`src/rtl/assert_macros.svh`:
```
// assertion macros for the rtl top level, which checks itself
// no dependencies
`ifndef ASSERT_MACROS_SVH
`define ASSERT_MACROS_SVH

// same-cycle implication
`define ASSERT_IMPLIES(label, clk, rst_n, ante, cons) \
	label: assert property (@(posedge clk) disable iff (!(rst_n)) (ante) |-> (cons)) \
		else $error("assertion failed: same-cycle implication");

// next-cycle implication
`define ASSERT_NEXT(label, clk, rst_n, ante, cons) \
	label: assert property (@(posedge clk) disable iff (!(rst_n)) (ante) |=> (cons)) \
		else $error("assertion failed: next-cycle implication");

`endif

```
`src/rtl/csrmv_pkg.sv`:
```
// types and constants of the csr sparse matrix-vector multiply block
// no dependencies
package csrmv_pkg;

	localparam int DATA_W      = 32;
	localparam int INDEX_W     = 10;
	localparam int FRAC_W      = 16;
	localparam int ACC_W       = 48;
	localparam int PROD_W      = 2 * DATA_W;
	localparam int QUEUE_DEPTH = 2;
	localparam int QPTR_W      = 1;
	localparam int QCNT_W      = 2;

	localparam logic [1:0] CMD_LOAD  = 2'd0;
	localparam logic [1:0] CMD_MAC   = 2'd1;
	localparam logic [1:0] CMD_CLOSE = 2'd2;
	localparam logic [1:0] CMD_NONE  = 2'd3;

	typedef enum logic [1:0] {
		OP_LOAD,
		OP_MAC,
		OP_CLOSE
	} op_t;

	typedef struct packed {
		op_t                       op;
		logic                      in_range;
		logic [INDEX_W-1:0]        index;
		logic signed [DATA_W-1:0]  value;
	} q_item_t;

	typedef struct packed {
		logic empty;
		logic full;
	} q_status_t;

	typedef struct packed {
		logic pop;
		logic close_fire;
	} bk_status_t;

endpackage

```
`src/rtl/csrmv_fifo.sv`:
```
// short queue between front end and execution back end
// depends on csrmv_pkg
module csrmv_fifo (
	input  logic                  clk,
	input  logic                  arst_n,
	input  logic                  push,
	input  csrmv_pkg::q_item_t    push_item,
	input  logic                  pop,
	output csrmv_pkg::q_item_t    head,
	output csrmv_pkg::q_status_t  status
);

	csrmv_pkg::q_item_t                 slot_q [csrmv_pkg::QUEUE_DEPTH];
	logic [csrmv_pkg::QPTR_W-1:0]       wr_ptr_q;
	logic [csrmv_pkg::QPTR_W-1:0]       rd_ptr_q;
	logic [csrmv_pkg::QCNT_W-1:0]       count_q;

	always_ff @(posedge clk or negedge arst_n) begin
		if (!arst_n) begin
			wr_ptr_q <= '0;
			rd_ptr_q <= '0;
			count_q  <= '0;
		end else begin
			if (push) begin
				wr_ptr_q <= wr_ptr_q + csrmv_pkg::QPTR_W'(1);
			end
			if (pop) begin
				rd_ptr_q <= rd_ptr_q + csrmv_pkg::QPTR_W'(1);
			end
			if (push && !pop) begin
				count_q <= count_q + csrmv_pkg::QCNT_W'(1);
			end else if (pop && !push) begin
				count_q <= count_q - csrmv_pkg::QCNT_W'(1);
			end
		end
	end

	always_ff @(posedge clk) begin
		if (push) begin
			slot_q[wr_ptr_q] <= push_item;
		end
	end

	assign head         = slot_q[rd_ptr_q];
	assign status.empty = (count_q == '0);
	assign status.full  = (count_q == csrmv_pkg::QCNT_W'(csrmv_pkg::QUEUE_DEPTH));

endmodule

```
`config.mk`:
```
export PLATFORM = sky130hd
export DESIGN_NAME = csrmv_fifo
export DESIGN_NICKNAME = d
export VERILOG_FILES = /design/src/rtl/assert_macros.svh /design/src/rtl/csrmv_pkg.sv /design/src/rtl/csrmv_fifo.sv
export SDC_FILE = /design/constraint.sdc
export NUM_CORES = 1
export LEC_CHECK = 0
export BUFFER_PORTS_ARGS = -buffer_cell sky130_fd_sc_hd__buf_2
export CAP_MARGIN = 20
export CORE_ASPECT_RATIO = 1.4
export CORE_UTILIZATION = 49
export CTS_BUF_LIST = sky130_fd_sc_hd__clkbuf_4 sky130_fd_sc_hd__clkbuf_8
export DETAILED_ROUTE_END_ITERATION = 10
export GPL_ROUTABILITY_DRIVEN = 0
export GPL_TIMING_DRIVEN = 1
export PLACE_DENSITY = 0.79
export REMOVE_ABC_BUFFERS = 1
export SLEW_MARGIN = 15
export SYNTH_ARGS = -nofsm -noshare
export SYNTH_HDL_FRONTEND = slang
export SYNTH_SLANG_ARGS = --single-unit
```
`constraint.sdc`:
```
create_clock -name clk -period 3.07 [get_ports clk]
set_clock_uncertainty 0.1 [all_clocks]
set_input_delay 0.307 -clock clk [delete_from_list [all_inputs] [get_ports clk]]
set_output_delay 0.307 -clock clk [all_outputs]
set_load 0.01 [all_outputs]
```
-- Yosys cells after proc, flatten, opt, wreduce, memory -nomap -nowiden
Memory sizes are Yosys's and may differ from the RTL's.
Index checks and enable logic that the tools add are counted.
- input port bits: 49
- output and inout bits: 47
- bits in writable memories: 90
- bits in registers: 4
- memories kept: 1
- word-level logic and storage cells: 19
- add/subtract/negate cells: 4
- equality and inequality tests: 1
- reductions and logical operators: 6
- mux-type cells: 4
- memory list (name ; depth ; width ; rd ports ; clocked after Yosys merged registers in ; write ports ; line ; text):
    slot_q ; 2 ; 45 ; 1 ; 0 ; 1 ; csrmv_fifo.sv:13 ; csrmv_pkg::q_item_t slot_q [csrmv_pkg::QUEUE_DEPTH];
- operator list (operator ; count):
    2-bit two-way mux ; 2
    1-bit adder (second input constant) ; 2
    2-bit by 1-bit adder with 2-bit output (second input constant) ; 1
    2-bit equality test (second input constant) ; 1
    1-bit logical AND ; 2
    1-bit zero test ; 2
    2-bit zero test ; 1
    1-bit two-way mux ; 2
    2-bit nonzero test ; 1
    2-bit by 1-bit subtractor with 2-bit output (second input constant) ; 1

-- Depth between registers and ports, before layout
Gate-level depths: netlist of the first run.
- depth in word-level cells: 4
- mapped depth: 5
- depth with buffers taken out: 5

-- Least setup slack after synthesis of the first run
OpenSTA, ideal clock, no wires.
- path type: register to register
- from: register wr_ptr_q
- to: memory slot_q[0][0] (netlist bit) (enable)
- cell stages (with the launch flop): 2
- period minus slack after synthesis: 2.966 ns
- buffers on the path: 0
- data required time: 2.517 ns
- arrival: 2.413 ns
- setup time: 0.453 ns
- setup slack: 0.104 ns
- path through: dfrtp_1 > nor2b_1
- RTL lines (element ; line ; text):
    start: declaration ; csrmv_fifo.sv:14 ; logic [csrmv_pkg::QPTR_W-1:0] wr_ptr_q;
    start signal: assignment ; csrmv_fifo.sv:25 ; wr_ptr_q <= wr_ptr_q + csrmv_pkg::QPTR_W'(1);
    end: declaration ; csrmv_fifo.sv:13 ;
Straight into the memory's write port.

==> results.rst, run 1 <==
.. list-table::
   :header-rows: 1

   * - Metric
     - Value
   * - Outcome
     - finished, final reports clean
   * - Total GRT Usage
     - 15.35%
   * - Top achievable clock speed
     - approximately 420 MHz
   * - Port Buffers
     - 95
   * - Cells resized by post-CTS repair
     - 0
   * - Maximum capacitance violations
     - 0
   * - Wire length of the first global-routing pass
     - approximately 8300 um
   * - Nature of the critical path endpoint
     - output pin
   * - Vias
     - roughly 1.7k
   * - Layout cell share with drive strength beyond 1
     - approximately three fifths
   * - Buffers & Inverters on Critical Path
     - 2
   * - Post-synth design cell area
     - between 0.003 and 0.004 mm2
   * - Cell with the largest stage delay on the worst path
     - sky130_fd_sc_hd__dfrtp_2
   * - Count of cell types in the netlist
     - 13
   * - Worst path required time
     - approximately 2.7 ns
   * - Number of setup violations in the final report
     - 0
   * - I/O pin total
     - between 90 and 100
   * - Switching pwr
     - around 1.1 mW
   * - Die ar.
     - a little under 0.008 mm2
   * - Worst Path Class, Setup
     - register to output pin
   * - Synthesis-to-layout area growth
     - 22.83%
   * - Crit Path Max Fanout
     - 26
   * - Average footprint of a synthesized cell
     - about 23 um2
   * - Final-stage net count
     - approximately 310
   * - Remaining routing DRC violations
     - 0
   * - Post-synth top area share
     - about 74%
   * - Internal power consumption
     - around 2.9 mW
   * - Initial antenna violation count
     - 0
   * - Gate Count Post-Synth
     - between 150 and 200
   * - Post-synth top area cell
     - sky130_fd_sc_hd__edfxtp_1
   * - Half-perimeter wire length after placement
     - ~3800 um
   * - Sequential share of power
     - a little under half
   * - Drt pass-1 iters
     - 3
   * - Hold/Removal Path Class
     - primary input to register
   * - Total of warnings raised by yosys
     - 0
   * - Wire length per cell
     - 15.19 um
   * - Clock share of power
     - roughly a quarter
   * - Largest cells by area after synthesis
     - sky130_fd_sc_hd__edfxtp_1 (74%), sky130_fd_sc_hd__mux2_4 (16%), sky130_fd_sc_hd__dfrtp_1 (2.8%)
   * - Num CTS Buffers
     - 9
   * - Unrepaired setup endpoints after global routing
     - false
   * - R2r worst-path depth
     - 2
   * - Proportion of synthesized chip area in sequential cells
     - roughly 77%
   * - Remaining number of nets flagged by the antenna check after routing
     - 0
   * - Endpoint of the most critical register-to-register path
     - slot_q[0][12]
   * - R2R Path Start
     - wr_ptr_q
   * - Worst hold path depth
     - 1
   * - Kind of cell with the highest combined delay on the critical path
     - flip-flops
   * - Number of DRC markers after the initial detailed-route iteration
     - 78
   * - Post-route worst hold slack
     - between 0.03 and 0.04 ns
   * - Core area
     - approximately 0.0071 mm2
   * - Most frequent standard cell in the layout excluding fill and tap cells
     - sky130_fd_sc_hd__buf_2
   * - Sequential cell area in the final layout
     - about 0.0028 mm2
   * - Relative contribution of combinational cells to total power
     - between 30% and 40%
   * - Via count of the first global-routing pass
     - 1746
   * - Share of the clock period used by the worst path
     - between 70% and 80%
   * - Initial standard-cell utilization of the core
     - 51.38%
   * - Net switching share of the total power
     - between 20% and 30%
   * - Maximum level of the CTS H-tree
     - 3
   * - Worst setup slack for register-to-register paths
     - 1.46 ns
   * - Via density per instance
     - roughly 4.7
   * - Clock sinks
     - 94
   * - Flip-flop and latch count after synthesis
     - 94
   * - CTS Hold Bufs
     - 1
   * - Total number of placement rows
     - 36
   * - Beginning of the worst hold path
     - push_item[41]
   * - Lkg Pwr
     - about 1.8 nW
   * - Multi-input gate area
     - roughly 740 um2
   * - Final hold violations
     - 0
   * - Pwr Density
     - just over 900 mW/mm2
   * - IR drop worst, VDD
     - roughly 0.44 mV
   * - Drt total wl
     - around 5500 um
   * - Horizontal die dimension
     - around 75 um
   * - Max incr delay on CP
     - between 0.7 and 0.8 ns
   * - Actual transition at the worst max-transition pin
     - approximately 0.64 ns
   * - Sum of negative setup slack
     - 0 ns
   * - Clock buffer depth
     - 2
   * - Headroom to the max-slew limit
     - between 50% and 60%
   * - Most used cells in the layout excluding fill and tap cells
     - sky130_fd_sc_hd__buf_2 (95), sky130_fd_sc_hd__edfxtp_1 (90), sky130_fd_sc_hd__mux2_4 (39)
   * - Data arrival time of the critical path
     - between 1.5 and 2 ns
   * - # fillers
     - about 530
   * - Ant. Diodes
     - 0
   * - Minimum clock period
     - between 2 and 2.5 ns
   * - CTS tree
     - done
   * - Source-to-sink clock delay at the later pin of the worst-skew pair
     - about 0.35 ns
   * - Pin count of the biggest net entering global routing
     - 28
   * - Clk pin slew, worst setup/hold paths
     - 0.08 ns
   * - Max-slew violation total from the final report
     - 0
   * - Ordered list of cells on the worst path
     - buf_12 -> mux2_2 -> buf_2
   * - Total gr overflow
     - 0
   * - Terminating pin of the worst hold path
     - slot_q[1][41]
   * - Clock Tree Root
     - sky130_fd_sc_hd__clkbuf_8
   * - Worst Setup Start Kind
     - register
   * - Post-CTS setup repair buffer count
     - 0
   * - Floorplan die height
     - 103.9 um
## state kept, by name, summed over array words and instances, names as in the netlist
register,cells
wr_ptr_q,1
count_q,2
rd_ptr_q,1
slot_q,90
## per-stage QoR
| stage | cell area [um2] | std cells | worst slack [ns] | power, mW | utilization [%] |
|---|---|---|---|---|---|
| 2_1_floorplan | 3542 | 151 | 0.1043 | 2.700 | - |
| 3_3_place_gp | 4202 | 345 | 1.065 | 3.100 | 59.41 |
| 3_5_place_dp | 4202 | 345 | 1.057 | 3.125 | 59.41 |
| 4_1_cts | 4463 | 362 | 0.6565 | 4.101 | 63.11 |
| 5_1_grt | 4463 | 362 | 0.6039 | 4.237 | 63.11 |
| 6_report | 4463 | 362 | 0.7005 | 4.039 | 63.11 |
## worst reg2reg max path: cells and delay by family (launching register included)
kind          cells  cell delay, ns
flops             1            0.43
buf+inv           1            0.28
simple gates      1            0.50
## kinds of logic after synthesis
kind of cell | share of synthesized area [%]
mux | 17.98
flops | 77.14
xor+xnor | 1.205
simple gates | 0.7233
fa+ha+maj | 0.3443
buf+inv | 2.617
## power groups by stage
stage | combinational [mW] | sequential, mW | clock, mW
floorplan | 0.782 | 1.92 | 0
global placement | 1.23 | 1.87 | 0
detailed placement | 1.24 | 1.89 | 0
CTS | 1.25 | 1.86 | 1.00
global route | 1.32 | 1.88 | 1.04
finish | 1.22 | 1.85 | 0.971
## per-layer routing
layer | track usage (%) | vias up | part of all wire, %
met4 | 8.086 | 0 | 2.4
met2 | 25.42 | 50 | 55
li1 | - | 817 | -
met5 | 0 | - | 0
met3 | 5.426 | 11 | 5.7
met1 | 16.76 | 841 | 37
## area by class of cell
cell class	instances	area share, %
flip-flops and latches	94	62.83
multi-input cells	56	16.68
repair buffers	100	12.11
clock buffers	11	3.252
well taps	95	2.663
clock inverters	5	2.383
inverters	1	0.08410
## cells in the mapped netlist, drive strengths merged
cell and instances:
edfxtp 90, mux2 45, buf 5, dfrtp 4, xor2 4, nor2 2, nor2b 2, and2 1
ha 1, inv 1, xnor2 1
## worst max path at each step
| stage | start | end | slack [ns] | depth (start not counted) |
|---|---|---|---|---|
| final | rd_ptr_q | head[34] | 0.70 | 3 |
| after global routing | rd_ptr_q | head[34] | 0.60 | 3 |
| after CTS | rd_ptr_q | head[34] | 0.66 | 3 |
| after detailed placement | rd_ptr_q | head[34] | 1.06 | 3 |
| after global placement | rd_ptr_q | head[34] | 1.07 | 3 |
| after floorplan | wr_ptr_q | slot_q[0][0] | 0.10 | 1 |
Note: power is estimated with default switching activity, not from simulation.
==> run 2: changes to the inputs <==
Clock period 3.07 ns to 2.1 ns, I/O delays scaled along.
==> run 2 against run 1 <==
Effect of this change: clock power rose by 13%; core utilization up 5.7 points; first-iteration DRC count increased by 32%.
==> results.rst, run 2 (synthesis results as in run 1) <==
.. list-table::
   :header-rows: 1

   * - Metric
     - Value
   * - Outcome
     - finished, final reports clean
   * - Die ar.
     - 0.007768 mm2 (unchanged)
   * - I/O pin total
     - 96 (unchanged)
   * - Core area
     - 0.007072 mm2 (unchanged)
   * - Headroom to the max-slew limit
     - 77.59% (+21 points)
   * - Sum of internal, switching and leakage power
     - 5.662 mW (+40%)
   * - Maximum level of the CTS H-tree
     - 3 (unchanged)
   * - Multi-input gate area
     - 744.5 um2 (unchanged)
   * - Synthesis-to-layout area growth
     - 33.85%
   * - Max incr delay on CP
     - 0.38 ns (-0.41 ns)
   * - Minimum clock period
     - about 1.9 ns
   * - Largest register FFs
     - 90 (unchanged)
   * - Crit Path Max Fanout
     - 46 (+77%)
   * - Pwr Density
     - 1164 mW/mm2 (+29%)
   * - Largest registers
     - slot_q x90, count_q x2
   * - Sum of negative setup slack
     - 0 ns (unchanged)
   * - Clock Tree Root
     - sky130_fd_sc_hd__clkbuf_8
   * - Via count of the first global-routing pass
     - 2092 (+20%)
   * - Clock buffer depth
     - 2 (unchanged)
   * - Via density per instance
     - 4.666 (-1.7%)
   * - IR drop worst, VDD
     - 0.6545 mV (+48%)
   * - Worst Setup Start Kind
     - register
   * - Pin count of the biggest net entering global routing
     - 47 (+68%)
   * - Fin util
     - 68.77% (+5.7 points)
   * - Maximum capacitance violations
     - 0 (unchanged)
   * - Data arrival time of the critical path
     - 1.57 ns (-0.39 ns)
   * - Clock sinks
     - 94 (unchanged)
   * - Post-placement setup slack
     - 0.5916 ns (-0.4655 ns)
   * - Actual transition at the worst max-transition pin
     - 0.3361 ns (-0.3081 ns)
   * - Final-stage net count
     - 360 (+15%)
   * - Least setup slack across all paths after layout
     - 0.2194 ns (-0.4811 ns)
   * - Vias
     - 1913 (+11%)
   * - Drt pass-1 iters
     - 4 (+1)
   * - Drt total wl
     - 6357 um (+16%)
   * - Total number of placement rows
     - 36 (unchanged)
   * - Cell area after placement
     - 0.004197 mm2 (-0.12%)
   * - Layout cell share with drive strength beyond 1
     - 52.06% (-9.0 points)
   * - Ordered list of cells on the worst path
     - buf_12 -> mux2_2 -> buf_2
   * - Final hold violations
     - 0 (unchanged)
   * - Worst Path Class, Setup
     - register to output pin
   * - CTS tree
     - done
   * - Cells resized by post-CTS repair
     - 0 (unchanged)
   * - # fillers
     - 481 (-9.9%)
   * - Nature of the critical path endpoint
     - output pin
   * - Remaining routing DRC violations
     - 0 (unchanged)
   * - Non-Filler Cell Area, Final
     - 0.004863 mm2 (+9.0%)
   * - Total GRT Usage
     - 17.76% (+2.4 points)
   * - Source-to-sink clock delay at the later pin of the worst-skew pair
     - 0.35 ns (about the same)
   * - Number of DRC markers after the initial detailed-route iteration
     - 103 (+32%)
   * - Unrepaired setup endpoints after global routing
     - false
   * - Post-route worst hold slack
     - 0.1050 ns (+0.06787 ns)
   * - Number of setup violations in the final report
     - 0 (unchanged)
   * - Count of non-filler cells in the finished layout
     - 410 (+13%)
   * - Register ranked first by flip-flop count
     - slot_q
   * - Post-CTS setup repair buffer count
     - 0 (unchanged)
   * - Floorplan die height
     - 103.9 um (unchanged)
   * - Port Buffers
     - 95 (unchanged)
   * - Sequential cell area in the final layout
     - 0.002804 mm2 (unchanged)
   * - Num CTS Buffers
     - 9 (unchanged)
   * - Initial standard-cell utilization of the core
     - 51.38% (unchanged)
   * - Number of placed cells counting well taps
     - 346 (+0.29%)
   * - Cell with the largest stage delay on the worst path
     - sky130_fd_sc_hd__dfrtp_2
   * - Remaining number of nets flagged by the antenna check after routing
     - 0 (unchanged)
   * - Top achievable clock speed
     - roughly 530 MHz
   * - Worst path required time
     - 1.79 ns (-0.87 ns)
   * - Lkg Pwr
     - 1.992 nW (+9.7%)
   * - Wire length per cell
     - 15.50 um (+2.1%)
   * - Horizontal die dimension
     - 74.78 um (unchanged)
   * - Wire length of the first global-routing pass
     - 9763 um (+17%)
   * - Hold/Removal Path Class
     - primary input to async pin
   * - Clk pin slew, worst setup/hold paths
     - 0.08 ns (about the same)
   * - Most frequent standard cell in the layout excluding fill and tap cells
     - sky130_fd_sc_hd__buf_2
   * - Most used cells in the layout excluding fill and tap cells
     - sky130_fd_sc_hd__buf_2 (95), sky130_fd_sc_hd__edfxtp_1 (90), sky130_fd_sc_hd__dlygate4sd3_1 (48)
   * - Total gr overflow
     - 0 (unchanged)
   * - Ant. Diodes
     - 0 (unchanged)
   * - Max-slew violation total from the final report
     - 0 (unchanged)
   * - Share of the clock period used by the worst path
     - between 80% and 90%
   * - Initial antenna violation count
     - 0 (unchanged)
-- run 2: changes by cell type in the layout (fill, tap and decap cells not counted) --
| cell | previous run | this run |
|---|---|---|
| sky130_fd_sc_hd__clkinv_4 | 1 | 0 |
| sky130_fd_sc_hd__buf_4 | 2 | 4 |
| sky130_fd_sc_hd__clkinv_2 | 0 | 1 |
| sky130_fd_sc_hd__clkbuf_4 | 1 | 4 |
| sky130_fd_sc_hd__dlygate4sd3_1 | 1 | 48 |
| sky130_fd_sc_hd__bufinv_16 | 3 | 0 |
| sky130_fd_sc_hd__buf_12 | 2 | 1 |
| sky130_fd_sc_hd__clkinvlp_4 | 1 | 0 |
| sky130_fd_sc_hd__clkbuf_8 | 10 | 11 |
-- run 2: where the power goes --
part	switching [mW]	total, mW	internal (mW)
clock network	0.555	1.10	0.548
logic	0.913	1.94	1.03
registers	0.122	2.62	2.49
total	1.59	5.66	4.07
-- run 2: layout make-up --
cell class	count	share of cell area [%]
well taps	95	2.444
inverters	1	0.07718
clock buffers	15	3.730
multi-input cells	56	15.31
flip-flops and latches	94	57.65
clock inverters	1	0.1029
repair buffers	148	20.68
-- run 2: critical path: cells and delay by family, from the launching register on --
family                 cells  cell delay [ns]
buffers and inverters      2             0.45
DFF                        1             0.38
muxes                      1             0.37
-- run 2: per-layer routing --
metal | wire length (um) | share of wire [%] | vias up | track usage, %
li1 | - | - | 913 | -
met1 | 2301 | 36 | 932 | 17.56
met2 | 3623 | 57 | 54 | 31.85
met3 | 293 | 4.6 | 14 | 5.717
met4 | 138 | 2.2 | 0 | 8.625
met5 | 0 | 0 | - | 0
-- run 2: worst paths after layout --
check / from / to / slack (ns) / cells past startpoint
min: arst_n / count_q[1] / 0.11 / 2
min reg2reg: count_q[1] / count_q[1] / 0.41 / 1
min in group clk: count_q[1] / count_q[1] / 0.41 / 1
max: rd_ptr_q / head[35] / 0.22 / 3
max in group asynchronous: arst_n / rd_ptr_q / 1.66 / 2
max reg2reg: wr_ptr_q / slot_q[1][1] / 0.76 / 2
-- run 2: what timing repair did --
item | 4_1_cts | 5_1_grt
hold buffers | 48 | 0
hold endpoints to repair | 96 | 0
setup endpoints to repair | 0 | 0
